### src/rtl/core/integer_to_radix_text_defines.svh
// Assertion macros shared by the integer to radix text converter.
// Every assertion is clocked by clk_i and is off while rst_ni is low.
`ifndef INTEGER_TO_RADIX_TEXT_DEFINES_SVH
`define INTEGER_TO_RADIX_TEXT_DEFINES_SVH
`ifndef NO_ASSERTIONS
`define IRT_ASSERT(lbl, prop, msg) \
  lbl: assert property (@(posedge clk_i) disable iff (!rst_ni) prop) else $error(msg);
`define IRT_ASSERT_IMPL(lbl, ante, cons, msg) \
  `IRT_ASSERT(lbl, (ante) |-> (cons), msg)
`define IRT_ASSERT_NEXT(lbl, ante, cons, msg) \
  `IRT_ASSERT(lbl, (ante) |=> (cons), msg)
`else
`define IRT_ASSERT(lbl, prop, msg)
`define IRT_ASSERT_IMPL(lbl, ante, cons, msg)
`define IRT_ASSERT_NEXT(lbl, ante, cons, msg)
`endif
`endif

### src/rtl/core/irt_pkg.sv
// Shared types and constants of the integer to radix text converter.
// Used by irt_ctrl, irt_datapath and integer_to_radix_text; no dependencies.
package irt_pkg;

  localparam int unsigned ChunkBits = 8;
  localparam int unsigned RadixW    = 5;
  localparam int unsigned ValueW    = 64;
  localparam int unsigned CharW     = 8;

  localparam logic [RadixW-1:0] RadixReset = 5'd10;
  localparam logic [CharW-1:0]  MinusChar  = 8'h2D;

  localparam logic [CharW-1:0] DigitChars [16] = '{
    8'h30, 8'h31, 8'h32, 8'h33, 8'h34, 8'h35, 8'h36, 8'h37,
    8'h38, 8'h39, 8'h41, 8'h42, 8'h43, 8'h44, 8'h45, 8'h46
  };

  typedef enum logic [2:0] {
    StIdle,
    StDiv,
    StStore,
    StPrep,
    StEmit
  } irt_state_e;

  typedef struct packed {
    logic load;
    logic div_step;
    logic store;
    logic prep;
    logic emit;
  } irt_cmd_t;

  typedef struct packed {
    logic chunk_last;
    logic digits_done;
    logic ptr_zero;
  } irt_status_t;

endpackage

### src/rtl/core/irt_ctrl.sv
// Sequencer of the converter: division chunks, digit stores and emission.
// Depends on irt_pkg and integer_to_radix_text_defines.svh.
`include "integer_to_radix_text_defines.svh"

module irt_ctrl (
  input  logic                clk_i,
  input  logic                rst_ni,
  input  logic                start,
  output logic                busy,
  input  irt_pkg::irt_status_t status_i,
  output irt_pkg::irt_cmd_t    cmd_o
);

  irt_pkg::irt_state_e state_q, state_d;

  always_ff @(posedge clk_i or negedge rst_ni) begin
    if (!rst_ni) begin
      state_q <= irt_pkg::StIdle;
    end else begin
      state_q <= state_d;
    end
  end

  always_comb begin
    state_d = state_q;
    case (state_q)
      irt_pkg::StIdle: begin
        if (start) state_d = irt_pkg::StDiv;
      end
      irt_pkg::StDiv: begin
        if (status_i.chunk_last) state_d = irt_pkg::StStore;
      end
      irt_pkg::StStore: begin
        state_d = status_i.digits_done ? irt_pkg::StPrep : irt_pkg::StDiv;
      end
      irt_pkg::StPrep: begin
        state_d = irt_pkg::StEmit;
      end
      irt_pkg::StEmit: begin
        if (status_i.ptr_zero) state_d = irt_pkg::StIdle;
      end
      default: begin
        state_d = irt_pkg::StIdle;
      end
    endcase
  end

  always_comb begin
    cmd_o = '0;
    case (state_q)
      irt_pkg::StIdle:  cmd_o.load     = start;
      irt_pkg::StDiv:   cmd_o.div_step = 1'b1;
      irt_pkg::StStore: cmd_o.store    = 1'b1;
      irt_pkg::StPrep:  cmd_o.prep     = 1'b1;
      irt_pkg::StEmit:  cmd_o.emit     = 1'b1;
      default:          cmd_o          = '0;
    endcase
  end

  assign busy = (state_q != irt_pkg::StIdle);

  `IRT_ASSERT_NEXT(a_start_enters_div, start && !busy, state_q == irt_pkg::StDiv,
                   "accepted request did not start division")
  `IRT_ASSERT_NEXT(a_emit_ends, (state_q == irt_pkg::StEmit) && status_i.ptr_zero,
                   state_q == irt_pkg::StIdle, "emission did not end after last digit")
  `IRT_ASSERT(a_cmd_exclusive, $onehot0(cmd_o), "more than one datapath command")

endmodule

### src/rtl/core/irt_datapath.sv
// Datapath: magnitude register with chunked division by the base, digit memory
// and output registers. Depends on irt_pkg and integer_to_radix_text_defines.svh.
`include "integer_to_radix_text_defines.svh"

module irt_datapath #(
  parameter int unsigned VALUE_WIDTH = 64,
  parameter int unsigned MAX_DIGITS  = 64
) (
  input  logic                              clk_i,
  input  logic                              rst_ni,
  input  irt_pkg::irt_cmd_t                 cmd_i,
  output irt_pkg::irt_status_t              status_o,
  input  logic signed [irt_pkg::ValueW-1:0] value_i,
  input  logic                              radix_we_i,
  input  logic [irt_pkg::RadixW-1:0]        radix_wdata_i,
  output logic [irt_pkg::CharW-1:0]         character_o,
  output logic                              last_char_o,
  output logic                              char_valid_o
);

  localparam int unsigned MagBits  = VALUE_WIDTH - 1;
  localparam int unsigned NChunk   = (MagBits + irt_pkg::ChunkBits - 1) / irt_pkg::ChunkBits;
  localparam int unsigned MagW     = NChunk * irt_pkg::ChunkBits;
  localparam int unsigned ChunkCW  = (NChunk > 1) ? $clog2(NChunk) : 1;
  localparam int unsigned CntW     = $clog2(MAX_DIGITS + 1);
  localparam int unsigned IdxW     = $clog2(MAX_DIGITS);

  logic [irt_pkg::RadixW-1:0] radix_q;
  logic [irt_pkg::RadixW-1:0] base;
  logic [MagW-1:0]            mag_q, mag_d;
  logic [3:0]                 rem_q, rem_d;
  logic [ChunkCW-1:0]         chunk_q;
  logic [CntW-1:0]            count_q;
  logic                       neg_q;
  logic [IdxW-1:0]            rd_ptr_q;
  logic [3:0]                 mem [MAX_DIGITS];
  logic [3:0]                 rdata_q;
  logic [IdxW-1:0]            raddr;
  logic                       re;
  logic [irt_pkg::CharW-1:0]  char_q;
  logic                       last_q, valid_q;

  // Sign handling; the most negative value saturates to the largest magnitude.
  logic [VALUE_WIDTH-1:0]     v;
  logic [VALUE_WIDTH-1:0]     absv;
  logic [MagBits-1:0]         mag_load;
  logic                       v_neg;

  assign v     = value_i[VALUE_WIDTH-1:0];
  assign v_neg = v[VALUE_WIDTH-1];
  assign absv  = v_neg ? (~v + {{(VALUE_WIDTH-1){1'b0}}, 1'b1}) : v;

  always_comb begin
    if (v_neg && (v[VALUE_WIDTH-2:0] == '0)) begin
      mag_load = '1;
    end else begin
      mag_load = absv[MagBits-1:0];
    end
  end

  always_comb begin
    if (radix_q < 5'd2) begin
      base = 5'd2;
    end else if (radix_q > 5'd16) begin
      base = 5'd16;
    end else begin
      base = radix_q;
    end
  end

  // One chunk of restoring division: the top bits of the magnitude leave, the
  // quotient bits enter at the bottom, so after all chunks it holds the quotient.
  always_comb begin
    logic [irt_pkg::ChunkBits-1:0] top;
    logic [irt_pkg::ChunkBits-1:0] qbits;
    logic [3:0]                    r;
    logic [4:0]                    t;
    top   = mag_q[MagW-1 -: irt_pkg::ChunkBits];
    qbits = '0;
    r     = rem_q;
    for (int i = irt_pkg::ChunkBits - 1; i >= 0; i--) begin
      t = {r, top[i]};
      if (t >= base) begin
        qbits[i] = 1'b1;
        t        = t - base;
      end
      r = t[3:0];
    end
    mag_d = (mag_q << irt_pkg::ChunkBits) | MagW'(qbits);
    rem_d = r;
  end

  logic [CntW:0] cnt_next;
  logic [CntW:0] limit;
  assign cnt_next = {1'b0, count_q} + {{CntW{1'b0}}, 1'b1};
  assign limit    = (CntW+1)'(MAX_DIGITS) - {{CntW{1'b0}}, neg_q};

  assign status_o.chunk_last  = (chunk_q == ChunkCW'(NChunk - 1));
  assign status_o.digits_done = (mag_q == '0) || (cnt_next >= limit);
  assign status_o.ptr_zero    = (rd_ptr_q == '0);

  always_ff @(posedge clk_i or negedge rst_ni) begin
    if (!rst_ni) begin
      radix_q <= irt_pkg::RadixReset;
      count_q <= '0;
      neg_q   <= 1'b0;
      valid_q <= 1'b0;
    end else begin
      if (radix_we_i) radix_q <= radix_wdata_i;
      if (cmd_i.load) begin
        count_q <= '0;
        neg_q   <= v_neg;
      end else if (cmd_i.store) begin
        count_q <= cnt_next[CntW-1:0];
      end
      valid_q <= (cmd_i.prep && neg_q) || cmd_i.emit;
    end
  end

  always_ff @(posedge clk_i) begin
    if (cmd_i.load) begin
      mag_q   <= MagW'(mag_load);
      rem_q   <= '0;
      chunk_q <= '0;
    end else if (cmd_i.div_step) begin
      mag_q   <= mag_d;
      rem_q   <= rem_d;
      chunk_q <= chunk_q + ChunkCW'(1);
    end else if (cmd_i.store) begin
      rem_q   <= '0;
      chunk_q <= '0;
    end
    if (cmd_i.prep) begin
      rd_ptr_q <= raddr;
    end else if (cmd_i.emit && !status_o.ptr_zero) begin
      rd_ptr_q <= raddr;
    end
    if (cmd_i.prep) begin
      char_q <= irt_pkg::MinusChar;
      last_q <= 1'b0;
    end else begin
      char_q <= irt_pkg::DigitChars[rdata_q];
      last_q <= status_o.ptr_zero;
    end
  end

  // Digits go in least significant first and are read back from the top.
  assign raddr = cmd_i.prep ? (count_q[IdxW-1:0] - IdxW'(1)) : (rd_ptr_q - IdxW'(1));
  assign re    = cmd_i.prep || (cmd_i.emit && !status_o.ptr_zero);

  always_ff @(posedge clk_i) begin
    if (cmd_i.store) mem[count_q[IdxW-1:0]] <= rem_q;
    if (re) rdata_q <= mem[raddr];
  end

  assign character_o  = char_q;
  assign last_char_o  = last_q;
  assign char_valid_o = valid_q;

  `IRT_ASSERT(a_count_bound, count_q <= CntW'(MAX_DIGITS), "digit count past capacity")
  `IRT_ASSERT_IMPL(a_last_is_digit, valid_q && last_q, char_q != irt_pkg::MinusChar,
                   "last character is a minus sign")
  `IRT_ASSERT_NEXT(a_store_advances, cmd_i.store, count_q != '0,
                   "digit count did not advance after a store")

endmodule

### src/rtl/core/integer_to_radix_text.sv
// Top level of the signed integer to radix text converter.
// Depends on irt_pkg, irt_ctrl and irt_datapath.
//
//  Channel   Signals                              Handshake
//  request   start, busy, value_i                 accepted when start and !busy
//  result    char_valid_o, character_o,           valid per character, no stall
//            last_char_o
//  config    radix_we_i, radix_wdata_i            written when radix_we_i is high
//
// A request divides the magnitude, split into C = ceil((VALUE_WIDTH-1)/8) chunks
// of 8 bits, by the base once per digit in the 8-bit-per-cycle divider and stores
// each remainder; then the characters leave one per cycle from the digit memory.
// Reset sets the base to ten; no clearing pass is needed. Results cannot be stalled.
module integer_to_radix_text #(
  parameter int unsigned VALUE_WIDTH = 64,
  parameter int unsigned MAX_DIGITS  = 64
) (
  input  logic                              clk_i,
  input  logic                              rst_ni,
  input  logic                              start,
  output logic                              busy,
  input  logic signed [irt_pkg::ValueW-1:0] value_i,
  input  logic                              radix_we_i,
  input  logic [irt_pkg::RadixW-1:0]        radix_wdata_i,
  output logic [irt_pkg::CharW-1:0]         character_o,
  output logic                              last_char_o,
  output logic                              char_valid_o
);

  irt_pkg::irt_cmd_t    cmd;
  irt_pkg::irt_status_t status;

  irt_ctrl u_ctrl (
    .clk_i    (clk_i),
    .rst_ni   (rst_ni),
    .start    (start),
    .busy     (busy),
    .status_i (status),
    .cmd_o    (cmd)
  );

  irt_datapath #(
    .VALUE_WIDTH (VALUE_WIDTH),
    .MAX_DIGITS  (MAX_DIGITS)
  ) u_datapath (
    .clk_i         (clk_i),
    .rst_ni        (rst_ni),
    .cmd_i         (cmd),
    .status_o      (status),
    .value_i       (value_i),
    .radix_we_i    (radix_we_i),
    .radix_wdata_i (radix_wdata_i),
    .character_o   (character_o),
    .last_char_o   (last_char_o),
    .char_valid_o  (char_valid_o)
  );

endmodule
### config.mk
export PLATFORM = sky130hd
export DESIGN_NAME = integer_to_radix_text
export DESIGN_NICKNAME = d
export VERILOG_FILES = /design/src/rtl/core/irt_pkg.sv /design/src/rtl/core/irt_ctrl.sv /design/src/rtl/core/irt_datapath.sv /design/src/rtl/core/integer_to_radix_text.sv
export VERILOG_INCLUDE_DIRS = /design/src /design/src/rtl/core
export SDC_FILE = /design/constraint.sdc
export NUM_CORES = 1
export LEC_CHECK = 0
export BUFFER_PORTS_ARGS = -buffer_cell sky130_fd_sc_hd__buf_2
export CAP_MARGIN = 20
export CORE_ASPECT_RATIO = 1.25
export CORE_MARGIN = 2
export CORE_UTILIZATION = 55
export DETAILED_ROUTE_END_ITERATION = 12
export PLACE_DENSITY = 0.74
export SYNTH_ARGS = -nofsm -noshare
export SYNTH_HDL_FRONTEND = slang
export SYNTH_SLANG_ARGS = --single-unit
### constraint.sdc
create_clock -name clk_i -period 14.5 [get_ports clk_i]
set_input_delay 4.35 -clock clk_i [delete_from_list [all_inputs] [get_ports clk_i]]
set_output_delay 4.35 -clock clk_i [all_outputs]
set_load 0.005 [all_outputs]
=== Word level (Yosys, flattened, before mapping) ===
Memory sizes are Yosys's and may differ from the RTL's. A register that Yosys moved wholly into a read port is not among the register bits.
Index checks and enable logic that the tools add are counted.

* Bits in latches: 0
* Memories kept: 2
* Memory bits (writable): 256
* Flip-flop bits (word level): 95
* Memory bits (read-only): 128
* Word-level logic and storage cells: 109
* Bits of input ports: 73

* Bitwise gates (word level): 3
* Shift operators: 0
* $add $sub $neg: 14
* Mux-type cells: 43
* Divide/modulo/power cells: 0
* Multiply operators: 0
* Order comparisons: 11
* Eq/ne operators: 8
* Reductions and logical operators: 17

{| class="wikitable"
|+ Memory list
! memory !! words !! width !! read ports !! clocked after memory_dff !! wr ports !! line !! source
|-
| u_datapath.mem || 64 || 4 || 1 || 1 || 1 || irt_datapath.sv:36 || <nowiki>logic [3:0] mem [MAX_DIGITS];</nowiki>
|-
| (no name shown) || 16 || 8 || 1 || 1 || 0 || irt_datapath.sv:142 || <nowiki>char_q <= irt_pkg::DigitChars[rdata_q];</nowiki>
|}

{| class="wikitable"
|+ Operators by type and width
! kind !! number
|-
| two-way mux 63 bit || 4
|-
| zero test 64 bit || 1
|-
| OR 64 x 8 -> 64 bit || 1
|-
| adder 63 x 1 -> 63 bit (second input constant) || 1
|-
| zero test 63 bit || 1
|-
| NOT 63 bit || 1
|-
| >= comparator 5 bit || 8
|-
| two-way mux 4 bit || 10
|-
| subtractor 4 bit || 8
|-
| two-way mux 6 bit || 3
|-
| two-way mux 1 bit || 15
|-
| two-way mux 3 bit || 5
|-
| case mux 3 bit (5 select lines) || 1
|-
| two-way mux 7 bit || 2
|-
| subtractor 6 x 1 -> 6 bit (second input constant) || 2
|-
| two-way mux 5 bit || 2
|-
| adder 7 x 1 -> 8 bit (second input constant) || 1
|-
| >= comparator 8 bit || 1
|-
| nonzero test 2 bit || 4
|-
| subtractor 7 x 1 -> 8 bit (first input constant) || 1
|-
| equality test 3 x 2 -> 1 bit (second input constant) || 2
|-
| equality test 3 bit (second input constant) || 2
|-
| zero test 6 bit || 1
|-
| > comparator 5 bit (second input constant) || 1
|-
| other kinds (13) || 18
|}

=== Longest topological paths before layout ===
Gate-level depths: netlist (run 1).

* Depth after elaboration: 22
* Depth in mapped cells: 53

=== Hierarchy ===
Synthesis (run 1) repeated with hierarchy kept, for this count alone.

* Cells, all modules: 1570
* Area, all modules: 18596.6 um2

{| class="wikitable"
|+ Modules (own cells, without submodules)
! module !! times used !! cells an instance !! area an instance (um2)
|-
| irt_datapath || 1 || 1551 || 18416.4
|-
| irt_ctrl || 1 || 19 || 180.2
|}

=== Least setup slack after synthesis (run 1) ===
No wires, ideal clock.

* Path type: flip-flop to flip-flop
* Start point: register u_datapath.radix_q[3] in the netlist's numbering
* End point: register u_datapath.rem_q[2]
* Path buffers: 1
* Slack: 2.765 ns
* Arrival: 11.644 ns
* Required time: 14.409 ns
* Period minus slack after synthesis: 11.735 ns
* Setup time: 0.091 ns
* Stages on the path, launching flop included: 50
* Path through: dfstp_2 -> nor2_1 -> o21ai_0 -> ha_1 -> a21o_1 -> a21o_1 -> o41ai_1 -> nor3b_1 -> ha_1 -> a21o_1 -> a21oi_1 -> o21ai_1 -> or4b_2 -> nand2_1 -> ha_1 -> a21oi_1 -> o21a_1 -> mux2i_1 -> [14 not listed] -> nor2b_1 -> o21ai_0 -> nand2b_1 -> o221ai_1 -> mux2_2 -> inv_1 -> ha_1 -> nor2b_1 -> o21ai_0 -> nand2b_1 -> o221ai_1 -> mux2i_1 -> ha_1 -> a21o_1 -> a21oi_1 -> o21ai_1 -> a211o_1 -> a311oi_1

* Cells in the longest elaborated chain, start to end: 20

{| class="wikitable"
|+ Ends and longest elaborated chain
! what !! line !! source
|-
| start: declaration || irt_datapath.sv:28 || <nowiki>logic [irt_pkg::RadixW-1:0] radix_q;</nowiki>
|-
| start signal: assignment || irt_datapath.sv:104 || <nowiki>radix_q <= irt_pkg::RadixReset;</nowiki>
|-
| start signal: assignment || irt_datapath.sv:109 || <nowiki>if (radix_we_i) radix_q <= radix_wdata_i;</nowiki>
|-
| > comparator 5 bit || irt_datapath.sv:64 || <nowiki>end else if (radix_q > 5'd16) begin</nowiki>
|-
| two-way mux 5 bit || irt_datapath.sv:64 ||
|-
| two-way mux 5 bit * || irt_datapath.sv:62 || <nowiki>if (radix_q < 5'd2) begin</nowiki>
|-
| subtractor 4 bit or >= comparator 5 bit (tied branches) || irt_datapath.sv:85, irt_datapath.sv:83 ||
|-
| two-way mux 4 bit || irt_datapath.sv:83 || <nowiki>if (t >= base) begin</nowiki>
|-
| subtractor 4 bit or >= comparator 5 bit (tied branches) || irt_datapath.sv:85, irt_datapath.sv:83 ||
|-
| two-way mux 4 bit || irt_datapath.sv:83 ||
|-
| subtractor 4 bit or >= comparator 5 bit (tied branches) || irt_datapath.sv:85, irt_datapath.sv:83 ||
|-
| [4 not listed] || -- ||
|-
| two-way mux 4 bit || irt_datapath.sv:83 ||
|-
| subtractor 4 bit or >= comparator 5 bit (tied branches) || irt_datapath.sv:85, irt_datapath.sv:83 ||
|-
| two-way mux 4 bit || irt_datapath.sv:83 ||
|-
| >= comparator 5 bit or subtractor 4 bit (tied branches) || irt_datapath.sv:83, irt_datapath.sv:85 ||
|-
| two-way mux 4 bit || irt_datapath.sv:83 ||
|-
| subtractor 4 bit or >= comparator 5 bit (tied branches) || irt_datapath.sv:85, irt_datapath.sv:83 ||
|-
| two-way mux 4 bit * || irt_datapath.sv:83 ||
|-
| two-way mux 4 bit * || irt_datapath.sv:125 || <nowiki>end else if (cmd_i.div_step) begin</nowiki>
|-
| end signal: assignment || irt_datapath.sv:127 || <nowiki>rem_q <= rem_d;</nowiki>
|-
| end: declaration || irt_datapath.sv:31 || <nowiki>logic [3:0] rem_q, rem_d;</nowiki>
|}

Every way passes the cells marked *; elsewhere a longest branch is shown, timed or not.
A chain may end at the register's enable or synchronous reset.

=== Worst setup path after layout (run 1) ===
* Start point: register u_datapath.radix_q[4] in the netlist's numbering
* End point: register u_datapath.rem_q[3]

* Cells in the longest elaborated chain, start to end: 20

{| class="wikitable"
|+ Ends and longest elaborated chain
! what !! line
|-
| > comparator 5 bit || irt_datapath.sv:64
|-
| two-way mux 5 bit || irt_datapath.sv:64
|-
| two-way mux 5 bit * || irt_datapath.sv:62
|-
| subtractor 4 bit or >= comparator 5 bit (tied branches) || irt_datapath.sv:85, irt_datapath.sv:83
|-
| two-way mux 4 bit || irt_datapath.sv:83
|-
| subtractor 4 bit or >= comparator 5 bit (tied branches) || irt_datapath.sv:85, irt_datapath.sv:83
|-
| two-way mux 4 bit || irt_datapath.sv:83
|-
| subtractor 4 bit or >= comparator 5 bit (tied branches) || irt_datapath.sv:85, irt_datapath.sv:83
|-
| [4 not listed] || --
|-
| two-way mux 4 bit || irt_datapath.sv:83
|-
| subtractor 4 bit or >= comparator 5 bit (tied branches) || irt_datapath.sv:85, irt_datapath.sv:83
|-
| two-way mux 4 bit || irt_datapath.sv:83
|-
| subtractor 4 bit or >= comparator 5 bit (tied branches) || irt_datapath.sv:85, irt_datapath.sv:83
|-
| two-way mux 4 bit || irt_datapath.sv:83
|-
| subtractor 4 bit or >= comparator 5 bit (tied branches) || irt_datapath.sv:85, irt_datapath.sv:83
|-
| two-way mux 4 bit * || irt_datapath.sv:83
|-
| two-way mux 4 bit * || irt_datapath.sv:125
|}

Marked as above.

==> results of run 1 <==
==> final cells by class <==
class                   instances  area (sq um)  share of cell area
multi-input cells             862          6800               0.344
clock buffers                  45           956              0.0483
clock inverters                18           196             0.00994
repair buffers                 97           523              0.0265
inverters                      40           151             0.00766
well taps                     412           515              0.0261
flip-flops and latches        362         10600               0.538
==> state kept, by name, indices dropped and copies added (netlist names) <==
signal,count
u_datapath.rem_q,4
u_datapath.rd_ptr_q,6
u_datapath.mag_q,64
u_ctrl.state_q,3
u_datapath.mem,256
u_datapath.last_char_o,1
u_datapath.character_o,7
u_datapath.char_valid_o,1
u_datapath.count_q,7
u_datapath.radix_q,5
u_datapath.chunk_q,3
u_datapath.neg_q,1
u_datapath.rdata_q,4
==> cell usage after synthesis, drive strengths merged (16+ instances only) <==
library cell	n
a2111oi	16
a211oi	16
a21o	16
a21oi	92
clkbuf	52
dfxtp	16
edfxtp	329
ha	54
inv	39
mux2i	33
mux4	64
nand2	69
nand3	18
nor2	157
nor2b	25
nor4	28
o21ai	34
o31ai	18
xnor2	21
xor2	64
==> through the flow <==
stage	instances	hold WS, ns
after detailed placement	1773	0.504
after global placement	1773	0.485
after CTS	1836	0.522
final	1836	0.514
after global routing	1836	0.564
after floorplan	1328	0.470
==> layer usage <==
| metal | vias up | track usage |
|---|---|---|
| li1 | 5232 | - |
| met1 | 5555 | 0.302 |
| met2 | 410 | 0.416 |
| met3 | 87 | 0.0403 |
| met4 | 0 | 0.0789 |
| met5 | - | 0 |
==> worst max-delay path: cells and delay by family, from the launching register on <==
kind            cells  cell delay (ns)
simple gates        8             1.62
fa+ha+maj           8             2.31
mux                 5             1.85
buf+inv             4             0.58
flops               1             0.38
compound gates     25             6.17
==> worst max path at each step <==
stage               slack (ns)  cells past startpoint             startpoint                  end
global placement          2.21                     50  u_datapath.radix_q[4]  u_datapath.rem_q[3]
floorplan                 2.76                     49  u_datapath.radix_q[3]  u_datapath.rem_q[2]
CTS                       1.59                     50  u_datapath.radix_q[4]  u_datapath.rem_q[3]
detailed placement        1.63                     50  u_datapath.radix_q[4]  u_datapath.rem_q[3]
global route              0.45                     50  u_datapath.radix_q[4]  u_datapath.rem_q[2]
finish                    1.46                     50  u_datapath.radix_q[4]  u_datapath.rem_q[3]
==> logic make-up after synthesis <==
family	share of synthesized area
compound gates	0.0861
xor+xnor	0.0418
fa+ha+maj	0.0469
buf+inv	0.0241
flops	0.596
mux	0.107
other cells	0.000210
simple gates	0.0980
==> where the power goes <==
group          internal (mW)  switching (mW)  total [mW]  leakage (nW)
Sequential              1.15         0.00108        1.15          3.05
Combinational          0.689           0.897        1.59          3.10
Clock                  0.541           0.386       0.927         0.561
==> reports/summary.txt, run 1 <==
status -> finished clean
Crit Reg-Reg Startpoint -> u_datapath.radix_q[4]
Hold Vio Cnt, Final -> 0
WHS Path Cells -> 2
Worst Setup Start Kind -> flip-flop
Design Area, Final -> 0.0198 sq mm
Detail Route met2 WL -> 20.3 mm
effective utilization at floorplan -> 0.559
HPWL Detailed -> 26.3 mm
most frequent cells in the layout -> 329 x edfxtp_1, 157 x nor2_1, 92 x a21oi_1
Post-Route WL -> 39.3 mm
Die Span Y -> 205 um
critical-path maximum fanout -> 12
post-DR wirelength/cell -> 21.4 um
Worst-path clk slew -> 0.06 ns
Critical Path Sink Type -> flip-flop
post-synth top area share -> 0.554
FF-to-FF setup slack -> 1.46 ns
Final Util -> 0.620
DR vias -> 11,300
die area -> 0.0339 sq mm
pre-CTS WS -> 1.63 ns
# setup viols final -> 0
Most common cell on crit path -> ha_1
clk_lat worst skew -> 0.53 ns
WP data required -> 14.93 ns
Leak -> 6.71 nW
post-cts resize count -> 0
r2r worst-path depth -> 50
Chip Width -> 165 um
Slew @ Worst Pin -> 0.960 ns
initial drt markers -> 906
cell area after synthesis -> 0.0178 sq mm
register bit total from synthesis -> 362
ys flop type -> edfxtp_1
highest metal used -> met4
largest net degree at the start of global routing -> 71
cts bufs inserted -> 36
DR pass1 iterations -> 5
PortBufs -> 82
Max VDD drop -> 426 uV
fill cell count -> 2,375
commonest non-fill, non-tap cell in the layout -> edfxtp_1
Yosys top cell by area -> edfxtp_1
M1 wire length -> 15.4 mm
RSZ-0062 raised after global routing -> no
ant diodes -> 0
Netlist cell types -> 63
setup_tns -> 0 ns
# nets final -> 1,534
PwrDens -> 185 mW/mm^2
Syn Inst Count -> 1,328
minimum clock period -> 13.04 ns
GP Congestion -> 0.868
share of layout cells above drive strength 1 -> 0.170
post-CTS setup buffer count -> 0
Clock Sinks -> 362
fin crit share -> 0.899
Mapped Avg Cell Area -> 13.4 sq um
worst-case clock skew -> 0.0116 ns
placed cell area -> 0.0186 sq mm
fraction of registers with async set/reset -> 0.0470
gr usage total -> 0.238
final worst slack -> 1.46 ns
root buf cell -> clkbuf_16
MaxCap Viol Count -> 0
Remaining DRCs -> 0
Rel. slew slack -> 0.360
synth-to-layout area growth -> 10.9%
total gr overflow -> 0
first-pass GRT wire length -> 61.8 mm
Tot Pwr -> 3.67 mW
initial antenna violation count -> 0
Mapped Nets -> 1,463
Max clock buf depth -> 3
I/O Pins -> 84
worst flop-to-flop path endpoint -> u_datapath.rem_q[3]
vias in the first global route -> 11,400
fmax -> 0.0767 GHz
Worst Hold Class -> reg2reg
main area contributors after synthesis -> edfxtp_1 55%, mux4_2 8.1%, ha_1 3.8%
min-delay src -> u_datapath.chunk_q[2]
slowest cell delay on critical path -> 0.77 ns
Slew Limit Fails -> 0
hold_buf cts -> 0
H-tree Lvls -> 2
WS Path Type -> reg2reg
core footprint -> 0.0319 sq mm
Seq/Total Area, Yosys -> 0.596
Rows -> 73
hold endpoint -> u_datapath.chunk_q[2]
Vias/cell -> 6.15
met3 routed WL -> 2.54 mm
CTS tree -> yes
crit path DAT -> 13.46 ns
Routed Antenna Nets -> 0
slowest cell on the critical path -> or4b_2
Ys Warns -> 0
EDFF count, synth -> 329
Note: power is estimated with default switching activity, not from simulation.
==> inputs of run 2 (changes only) <==
BUFFER_PORTS_ARGS = default   (was -buffer_cell sky130_fd_sc_hd__buf_2)
DONT_BUFFER_PORTS = 1   (was default)
MAX_ROUTING_LAYER = met4   (was default)
PLACE_DENSITY = 0.71   (was 0.74)
==> reports/summary.txt, run 2 (synthesis gave the netlist of run 1 again) <==
status -> finished clean
Non-Filler Instances -> 1,754 (-4.5%)
slowest cell on the critical path -> or4b_2
pre-CTS WS -> 1.52 ns (-0.111 ns)
# setup viols final -> 0 (unchanged)
setup_tns -> 0 ns (unchanged)
clk_lat worst skew -> 0.53 ns (about the same)
H-tree Lvls -> 2 (unchanged)
Most common cell on crit path -> ha_1
RSZ-0062 raised after global routing -> no
Hold Vio Cnt, Final -> 0 (unchanged)
post-DR wirelength/cell -> 22.0 um (+2.6%)
Leak -> 6.38 nW (-4.8%)
Clock Sinks -> 362 (unchanged)
DR pass1 iterations -> 5 (unchanged)
total gr overflow -> 0 (unchanged)
critical-path maximum fanout -> 12 (unchanged)
effective utilization at floorplan -> 0.559 (unchanged)
fmax -> 0.0760 GHz (-0.87%)
ant diodes -> 0 (unchanged)
Slew Limit Fails -> 0 (unchanged)
initial drt markers -> 952 (+5.1%)
Rows -> 73 (unchanged)
PwrDens -> 187 mW/mm^2 (+1.0%)
core footprint -> 0.0319 sq mm (unchanged)
Remaining DRCs -> 0 (unchanged)
MaxCap Viol Count -> 0 (unchanged)
worst-case clock skew -> 0.0127 ns (+0.00109 ns)
first-pass GRT wire length -> 61.5 mm (-0.49%)
crit path DAT -> 13.57 ns (+0.11 ns)
commonest non-fill, non-tap cell in the layout -> edfxtp_1
share of layout cells above drive strength 1 -> 0.123 (-0.0470)
met3 Track Usage GR -> 0.0369 (-0.00343)
vias in the first global route -> 11,100 (-2.5%)
Die Span Y -> 205 um (unchanged)
CTS tree -> yes
post-CTS setup buffer count -> 0 (unchanged)
Rel. slew slack -> 0.293 (-0.0673)
PortBufs -> 0 (-100%)
final worst slack -> 1.35 ns (-0.115 ns)
post-cts resize count -> 0 (unchanged)
Vias/cell -> 6.20 (+0.83%)
synth-to-layout area growth -> 8.65%
gr usage total -> 0.244 (+0.00574)
I/O Pins -> 84 (unchanged)
Max clock buf depth -> 3 (unchanged)
Routed Antenna Nets -> 0 (unchanged)
minimum clock period -> 13.15 ns (+0.115 ns)
met2 Track Usage GR -> 0.430 (+0.0143)
Post-Route WL -> 38.6 mm (-2.0%)
WS Path Type -> reg2reg
Chip Width -> 165 um (unchanged)
most frequent cells in the layout -> 329 x edfxtp_1, 157 x nor2_1, 92 x a21oi_1
slowest cell delay on critical path -> 0.75 ns (-0.02 ns)
cts bufs inserted -> 35 (-2.8%)
initial antenna violation count -> 0 (unchanged)
max reg flops -> 256 (unchanged)
GP Congestion -> 0.881 (+1.5%)
die area -> 0.0339 sq mm (unchanged)
Worst Setup Start Kind -> flip-flop
M1 GR Usage -> 0.292 (-0.00960)
root buf cell -> clkbuf_16
# nets final -> 1,450 (-5.5%)
GRT busiest layer -> met2
DR vias -> 10,900 (-3.7%)
dpl cells -> 1,690 (-4.7%)
WP data required -> 14.92 ns (about the same)
fin crit share -> 0.907 (+0.00790)
HPWL Detailed -> 26.1 mm (-0.87%)
Max VDD drop -> 430 uV (+0.94%)
Slew @ Worst Pin -> 1.03 ns (+0.0742 ns)
Critical Path Sink Type -> flip-flop
Worst-path clk slew -> 0.06 ns (about the same)
largest net degree at the start of global routing -> 72 (+1.4%)
Worst Hold Class -> reg2reg
hold_buf cts -> 0 (unchanged)
==> run 2: path summary, 6_finish.rpt <==
check,slack (ns),start,cells after the start,to
min,0.53,u_datapath.chunk_q[2],2,u_datapath.chunk_q[2]
min in group asynchronous,3.52,rst_ni,0,u_ctrl.state_q[2]
max,1.35,u_datapath.radix_q[4],48,u_datapath.rem_q[2]
max reg2reg,1.35,u_datapath.radix_q[4],48,u_datapath.rem_q[2]
max in group asynchronous,10.81,rst_ni,0,u_datapath.radix_q[3]
min reg2reg,0.53,u_datapath.chunk_q[2],2,u_datapath.chunk_q[2]
==> run 2: layer usage <==
layer | up-vias | part of all wire
met5 | - | 0
met4 | 0 | 0.024
met3 | 68 | 0.055
met2 | 351 | 0.54
met1 | 5387 | 0.38
li1 | 5063 | -
==> run 2: per-stage QoR <==
stage	utilization	cell area, sq um	power [mW]	hold slack [ns]
4_1_cts	0.607	19400	3.63	0.527
5_1_grt	0.607	19400	3.90	0.549
6_report	0.607	19400	3.63	0.526
2_1_floorplan	-	17800	2.43	0.470
3_3_place_gp	0.571	18200	2.65	0.485
3_5_place_dp	0.571	18200	2.71	0.501
==> run 2: report_power, final <==
group          internal, mW  switching [mW]  total (mW)
Sequential             1.15         0.00131        1.15
Combinational         0.680           0.877        1.56
Clock                 0.531           0.385       0.916
Total                  2.36            1.26        3.63
==> run 2: final cells by class <==
type                       instances  area [sq um]
clock buffer                      46           968
tap                              412           515
clock inverter                    18           196
multi-input combinational        862          6800
fill                            2430         12500
sequential                       362         10600
timing repair buffer              14           105
inverter                          40           150
==> run 2: worst max-delay path, delay by kind of cell (launching register included) <==
| kind | cells | cell delay (ns) |
|---|---|---|
| fa+ha+maj | 8 | 2.25 |
| buf+inv | 3 | 0.49 |
| mux | 5 | 1.89 |
| simple gates | 8 | 1.62 |
| flops | 1 | 0.38 |
| compound gates | 24 | 6.44 |
